===== config.mk =====
export PLATFORM = sky130hd
export DESIGN_NAME = tcw_div
export DESIGN_NICKNAME = d
export VERILOG_FILES = /design/src/hdl/text_console_writer_macros.svh /design/src/hdl/tcw_pkg.sv /design/src/hdl/tcw_div.sv
export SDC_FILE = /design/constraint.sdc
export NUM_CORES = 1
export LEC_CHECK = 0
export ABC_AREA = 0
export BUFFER_PORTS_ARGS = -buffer_cell sky130_fd_sc_hd__buf_2
export CORE_UTILIZATION = 56
export CTS_CLUSTER_SIZE = 10
export DETAILED_ROUTE_END_ITERATION = 12
export PLACE_DENSITY = 0.9
export SYNTH_ARGS = -nofsm -noshare
export SYNTH_HDL_FRONTEND = slang
export SYNTH_SLANG_ARGS = --single-unit

===== constraint.sdc =====
create_clock -name i_clk -period 6.85 [get_ports i_clk]
set_clock_uncertainty 0.2 [all_clocks]
set_input_delay 0.3425 -clock i_clk [delete_from_list [all_inputs] [get_ports i_clk]]
set_output_delay 0.3425 -clock i_clk [all_outputs]
set_load 0.05 [all_outputs]

===== src/hdl/text_console_writer_macros.svh =====
// ----------------------------------------------------------------------------
// Text console writer assertion macros
// Shared property wrappers, clocked on i_clk and held off while i_rst_n is low.
// ----------------------------------------------------------------------------
`ifndef TEXT_CONSOLE_WRITER_MACROS_SVH
`define TEXT_CONSOLE_WRITER_MACROS_SVH

// The consequent must hold in the same cycle as the antecedent.
`define TCW_ASSERT_NOW(label, ante, cons, msg) \
    label: assert property (@(posedge i_clk) disable iff (!i_rst_n) (ante) |-> (cons)) \
        else $error(msg);

// The consequent must hold in the cycle after the antecedent.
`define TCW_ASSERT_NEXT(label, ante, cons, msg) \
    label: assert property (@(posedge i_clk) disable iff (!i_rst_n) (ante) |=> (cons)) \
        else $error(msg);

`endif


===== src/hdl/tcw_pkg.sv =====
// ----------------------------------------------------------------------------
// Text console writer package
// Sizes, codes, sequencer states and divider handshake types.
// ----------------------------------------------------------------------------
package tcw_pkg;

    localparam int MAX_COLS    = 128;
    localparam int MAX_ROWS    = 64;
    localparam int TAB_WIDTH   = 8;
    localparam int STORE_CELLS = MAX_COLS * MAX_ROWS;

    localparam int ADDR_W = $clog2(STORE_CELLS);
    localparam int SIZE_W = $clog2(STORE_CELLS + 1);
    localparam int COL_W  = $clog2(MAX_COLS + 1);
    localparam int ROW_W  = $clog2(MAX_ROWS + 1);
    localparam int DIV_CNT_W = $clog2(ADDR_W + 1);

    // Port field widths.
    localparam int CMD_W      = 3;
    localparam int CHAR_W     = 8;
    localparam int COLUMN_W   = 7;
    localparam int ROWIN_W    = 6;
    localparam int POS_W      = 13;
    localparam int ATTR_W     = 8;
    localparam int CURSOR_W   = 13;
    localparam int CELL_W     = CHAR_W + ATTR_W;
    localparam int CFG_COLS_W = 8;
    localparam int CFG_ROWS_W = 7;
    localparam int CFG_IDX_W  = 2;
    localparam int CFG_DATA_W = 8;

    localparam logic [CFG_COLS_W-1:0] RESET_COLS = CFG_COLS_W'(80);
    localparam logic [CFG_ROWS_W-1:0] RESET_ROWS = CFG_ROWS_W'(25);
    localparam logic [ATTR_W-1:0]     RESET_ATTR = 8'h07;
    localparam logic [CHAR_W-1:0]     SPACE_CHAR = 8'h20;
    localparam logic [CELL_W-1:0]     BLANK_CELL = {RESET_ATTR, SPACE_CHAR};

    localparam logic [CFG_IDX_W-1:0] REG_COLUMNS = 2'd0;
    localparam logic [CFG_IDX_W-1:0] REG_ROWS    = 2'd1;

    localparam logic [CMD_W-1:0] CMD_PUT     = 3'd0;
    localparam logic [CMD_W-1:0] CMD_LOCATE  = 3'd1;
    localparam logic [CMD_W-1:0] CMD_SETPOS  = 3'd2;
    localparam logic [CMD_W-1:0] CMD_SETATTR = 3'd3;
    localparam logic [CMD_W-1:0] CMD_READ    = 3'd4;

    localparam logic [CHAR_W-1:0] CH_BEL = 8'h07;
    localparam logic [CHAR_W-1:0] CH_BS  = 8'h08;
    localparam logic [CHAR_W-1:0] CH_TAB = 8'h09;
    localparam logic [CHAR_W-1:0] CH_LF  = 8'h0A;
    localparam logic [CHAR_W-1:0] CH_VT  = 8'h0B;
    localparam logic [CHAR_W-1:0] CH_FF  = 8'h0C;
    localparam logic [CHAR_W-1:0] CH_CR  = 8'h0D;

    typedef enum logic [3:0] {
        ST_CLEAR,
        ST_IDLE,
        ST_CLAMP,
        ST_EXEC,
        ST_DIV_WAIT,
        ST_RD_DATA,
        ST_POST,
        ST_SC_RD,
        ST_SC_WR,
        ST_FILL,
        ST_DONE
    } t_state;

    typedef struct packed {
        logic              start;
        logic [ADDR_W-1:0] dividend;
        logic [COL_W-1:0]  divisor;
    } t_div_req;

    typedef struct packed {
        logic              busy;
        logic              done;
        logic [ADDR_W-1:0] quot;
        logic [COL_W-1:0]  rem;
    } t_div_rsp;

endpackage


===== src/hdl/tcw_div.sv =====
// ----------------------------------------------------------------------------
// Text console writer divider
// Restoring divider, one quotient bit per cycle: cursor by column count.
// ----------------------------------------------------------------------------
module tcw_div (
    input  logic              i_clk,
    input  logic              i_rst_n,
    input  tcw_pkg::t_div_req i_req,
    output tcw_pkg::t_div_rsp o_rsp
);

    logic [tcw_pkg::ADDR_W-1:0]    r_quot;
    logic [tcw_pkg::COL_W-1:0]     r_rem;
    logic [tcw_pkg::COL_W-1:0]     r_divs;
    logic [tcw_pkg::DIV_CNT_W-1:0] r_cnt;
    logic                          r_busy;
    logic                          r_done;

    logic [tcw_pkg::COL_W:0] w_shift;
    logic [tcw_pkg::COL_W:0] w_diff;
    logic                    w_ge;

    assign w_shift = {r_rem, r_quot[tcw_pkg::ADDR_W-1]};
    assign w_ge    = (w_shift >= {1'b0, r_divs});
    assign w_diff  = w_shift - {1'b0, r_divs};

    always_ff @(posedge i_clk) begin
        if (!i_rst_n) begin
            r_busy <= 1'b0;
            r_done <= 1'b0;
            r_cnt  <= '0;
        end else begin
            r_done <= 1'b0;
            if (i_req.start) begin
                r_busy <= 1'b1;
                r_cnt  <= tcw_pkg::DIV_CNT_W'(tcw_pkg::ADDR_W);
                r_quot <= i_req.dividend;
                r_rem  <= '0;
                r_divs <= i_req.divisor;
            end else if (r_busy) begin
                // The remainder stays below the divisor, so it fits COL_W bits.
                r_rem  <= w_ge ? w_diff[tcw_pkg::COL_W-1:0] : w_shift[tcw_pkg::COL_W-1:0];
                r_quot <= {r_quot[tcw_pkg::ADDR_W-2:0], w_ge};
                r_cnt  <= r_cnt - 1'b1;
                if (r_cnt == tcw_pkg::DIV_CNT_W'(1)) begin
                    r_busy <= 1'b0;
                    r_done <= 1'b1;
                end
            end
        end
    end

    assign o_rsp.busy = r_busy;
    assign o_rsp.done = r_done;
    assign o_rsp.quot = r_quot;
    assign o_rsp.rem  = r_rem;

endmodule


==> Flow_metrics.wiki <==
{| class="wikitable"
! Metric !! Value
|-
| Result of the run || complete, no violations
|-
| Clock transition at path regs || 110 ps
|-
| Number of antenna violations at the first check in global routing || 0
|-
| Final HPWL DP || 2770 um
|-
| Fin util || 73.1%
|-
| Initial core utilization || roughly three fifths
|-
| Peak fanout along the critical path || 7
|-
| Number of flops mapped to enable cells by yosys || 29
|-
| Pwr dens || 241 mW/mm2
|-
| Tightest hold margin || between 80 and 90 ps
|-
| Post-route ant nets || 0
|-
| TNS Setup || 0 ps
|-
| Synth Area per Inst || 11.8 um2
|-
| Max Root-Sink Buffers || 2
|-
| Vias per inst || slightly below 6
|-
| Synthesized cell area || ~0.0018 mm2
|-
| Number of violations reported at the end of detailed-routing iteration 0 || between 100 and 150
|-
| Cell count after placement || 241
|-
| Type of destination of the critical path || register
|-
| Total track usage || ~25%
|-
| Post-synthesis register bit count || 35
|-
| Number of global-route vias before repair || between 1000 and 1500
|-
| Critical path origin || r_rem[5]$_SDFFCE_PP0P_
|-
| Max H-tree Level || 2
|-
| Proportion of synthesized chip area in sequential cells || 53.8%
|-
| Maximum number of pins on one net before global-route repair || 26
|-
| Power dissipated by switching net loads || roughly 0.18 mW
|-
| Post_cts resized || 0
|-
| Number of clock sinks seen by CTS || 35
|-
| Relative contribution of sequential cells to total power || 48.5%
|-
| Hold Startpoint || i_req[9]
|-
| Leftover overflow at the end of global routing || 0
|-
| Dominant synthesized flop cell || sky130_fd_sc_hd__edfxtp_1
|-
| Clk network pwr share || 23.7%
|-
| Overall die area || about 0.0035 mm2
|-
| Detailed Route WL || 4120 um
|-
| Total count of hold-check failures in the final report || 0
|-
| Final standard cell area without fillers || 0.00225 mm2
|-
| Combinational power share || 27.8%
|-
| First drt pass iteration count || 4
|-
| Final WS setup || 4410 ps
|-
| Total number of vias || 1498
|-
| Count of buffer and inverter cells on the critical path || 0
|-
| Total area of multi-input combinational cells || 762 um2
|-
| Post-synthesis net count || ~190
|-
| Max Clock Freq || 0.410 GHz
|-
| Share of flip-flops with an asynchronous set or reset after synthesis || 0%
|-
| Die X || 59.4 um
|-
| Crit path required time || 6750 ps
|-
| Sequential Area || 991 um2
|-
| Share of the cycle needed by the critical path after routing || 35.6%
|-
| CTS Root Cell || sky130_fd_sc_hd__clkbuf_4
|-
| DP Worst Slack || 4460 ps
|-
| Number of ports placed on the die boundary || 47
|-
| Total of max-cap violations || 0
|-
| Max-slew violations || 0
|-
| Arr. time, crit path || roughly 2300 ps
|-
| Share of cells above drive strength 1 || 27.7%
|-
| Number of buffers created by CTS || 5
|-
| Slowest cell delay on critical path || about 440 ps
|-
| Startpoint type of the worst setup path || register
|-
| Global-route wire length before repair || 6420 um
|-
| Unrepaired setup endpoints after global routing || false
|-
| Placed inst area || 0.00210 mm2
|-
| Worst r2r src || r_rem[5]$_SDFFCE_PP0P_
|-
| Ordered list of cells on the worst path || ha_1 > a21o_1 > a211oi_1 > and2_4 > nand2_1 > mux2_2
|-
| Number of warnings printed during yosys synthesis || 0
|-
| Critical Setup Path Class || reg -> reg
|-
| Sw Share || between 30% and 40%
|-
| Slew HR || 26.8%
|-
| Core region area || ~0.003 mm2
|-
| PnR Total Power || 0.541 mW
|-
| Weighted congestion reported at the end of routability-driven placement || 0.881
|-
| Antenna cell count || 0
|-
| P_leak || 0.951 nW
|-
| Number of port buffers || 46
|-
| Routed wirelength normalized by instance count || 16.0 um
|-
| Total of fill cells in the finished design || ~200
|-
| Die Y || approximately 60 um
|-
| DRC violations left || 0
|-
| Row cnt || 20
|-
| Syn Inst Count || 156
|-
| Total setup violations reported at the end of the flow || 0
|-
| Final critical delay including setup and external delays || ~2400 ps
|-
| Maximum vdd drop || about 0.00017 V
|-
| Number of nets in the final layout || between 200 and 250
|-
| Latest clock arrival within the worst-skew pair || 340 ps
|-
| Post-route insts no fill || between 200 and 300
|-
| Synth cell types || 42
|-
| Cell internal pwr || 0.365 mW
|-
| Largest delay share family, worst path || compound AO/OA/AOI/OAI gates
|-
| Class of the tightest hold or removal check || in -> reg
|-
| CP max-delay cell || sky130_fd_sc_hd__edfxtp_1
|-
| Area added between synthesis and finish || 22.2%
|-
| Transition at the pin with the smallest max-transition slack || 1100 ps
|-
| TritonCTS clock tree || yes
|}
## synth_stat cells, drive strengths merged (3+ instances only)
cell | n | area [um2]
ha | 10 | 125
o211ai | 4 | 30.0
inv | 17 | 63.8
nand2 | 6 | 22.5
o21ai | 6 | 30.0
nor2 | 6 | 22.5
nand3 | 6 | 30.0
mux2 | 13 | 146
a211oi | 4 | 30.0
a21oi | 11 | 55.1
buf | 3 | 20.0
xnor2 | 3 | 26.3
edfxtp | 29 | 871
dfxtp | 6 | 120
## state kept, by name, indices dropped and copies added (netlist names)
register	cells
r_quot	13
r_divs	8
r_busy	1
r_cnt	4
r_rem	8
r_done	1
## repair_timing
action,4_1_cts,5_1_grt
hold buffers,8,0
buffers inserted,0,0
endpoints found under the hold margin,8,0
## cells by family after synthesis
kind of cell | Yosys count | synth area share (%)
adder cells (fa/ha/maj) | 11 | 7.88
multiplexers | 15 | 9.04
flip-flops | 35 | 53.8
buffers and inverters | 22 | 4.96
XOR/XNOR | 5 | 2.38
AO/OA/AOI/OAI | 36 | 12.4
AND/OR/NAND/NOR | 32 | 9.51
## worst paths after layout
kind	cells after the start	to	slack (ps)
setup / recovery	6	r_quot[0]$_DFFE_PP_	4410
hold reg to reg	2	r_cnt[1]$_SDFFE_PP0P_	340
setup reg to reg	6	r_quot[0]$_DFFE_PP_	4410
hold / removal	2	r_quot[1]$_DFFE_PP_	80
## routing by layer
metal,GRT usage [%],part of all wire (%),up-vias
met5,0,0,-
met4,11.2,2.4,0
met3,6.99,6.9,12
met2,44.3,52,72
met1,28.9,38,725
li1,-,-,689
## power by group through the flow
stage                     clock [mW]  combinational, mW  sequential (mW)
after floorplan                    0             0.0759            0.299
after global placement             0              0.137            0.266
after detailed placement           0              0.143            0.267
after CTS                      0.131              0.148            0.262
after global routing           0.138              0.161            0.264
final                          0.128              0.151            0.262
## placed cells by master (no fill, tap or decap), types with 2 or more instances in the layout
cell type / instances
sky130_fd_sc_hd__buf_2: 46
sky130_fd_sc_hd__edfxtp_1: 29
sky130_fd_sc_hd__inv_1: 16
sky130_fd_sc_hd__mux2_1: 11
sky130_fd_sc_hd__a21oi_1: 11
sky130_fd_sc_hd__ha_1: 10
sky130_fd_sc_hd__dlygate4sd3_1: 8
sky130_fd_sc_hd__nand3_1: 6
sky130_fd_sc_hd__nand2_1: 6
sky130_fd_sc_hd__dfxtp_1: 6
sky130_fd_sc_hd__nor2_1: 5
sky130_fd_sc_hd__clkbuf_4: 5
sky130_fd_sc_hd__o211ai_1: 4
sky130_fd_sc_hd__a211oi_1: 4
sky130_fd_sc_hd__o21ai_1: 3
sky130_fd_sc_hd__xnor2_1: 3
sky130_fd_sc_hd__o21ai_0: 3
sky130_fd_sc_hd__mux2_2: 2
sky130_fd_sc_hd__nor2b_1: 2
sky130_fd_sc_hd__xor2_1: 2
sky130_fd_sc_hd__mux2i_1: 2
sky130_fd_sc_hd__nor3b_1: 2
sky130_fd_sc_hd__a31oi_1: 2
sky130_fd_sc_hd__o21a_1: 2
sky130_fd_sc_hd__nor3_1: 2
sky130_fd_sc_hd__clkbuf_8: 2
## area by class of cell
class	instances	area share, %
clock buffer	8	3.06
inverter	17	2.83
multi-input combinational	99	33.9
sequential	35	44.0
tap	44	2.45
timing repair buffer	54	13.8
No activity file was read; power rests on OpenSTA's default activity.
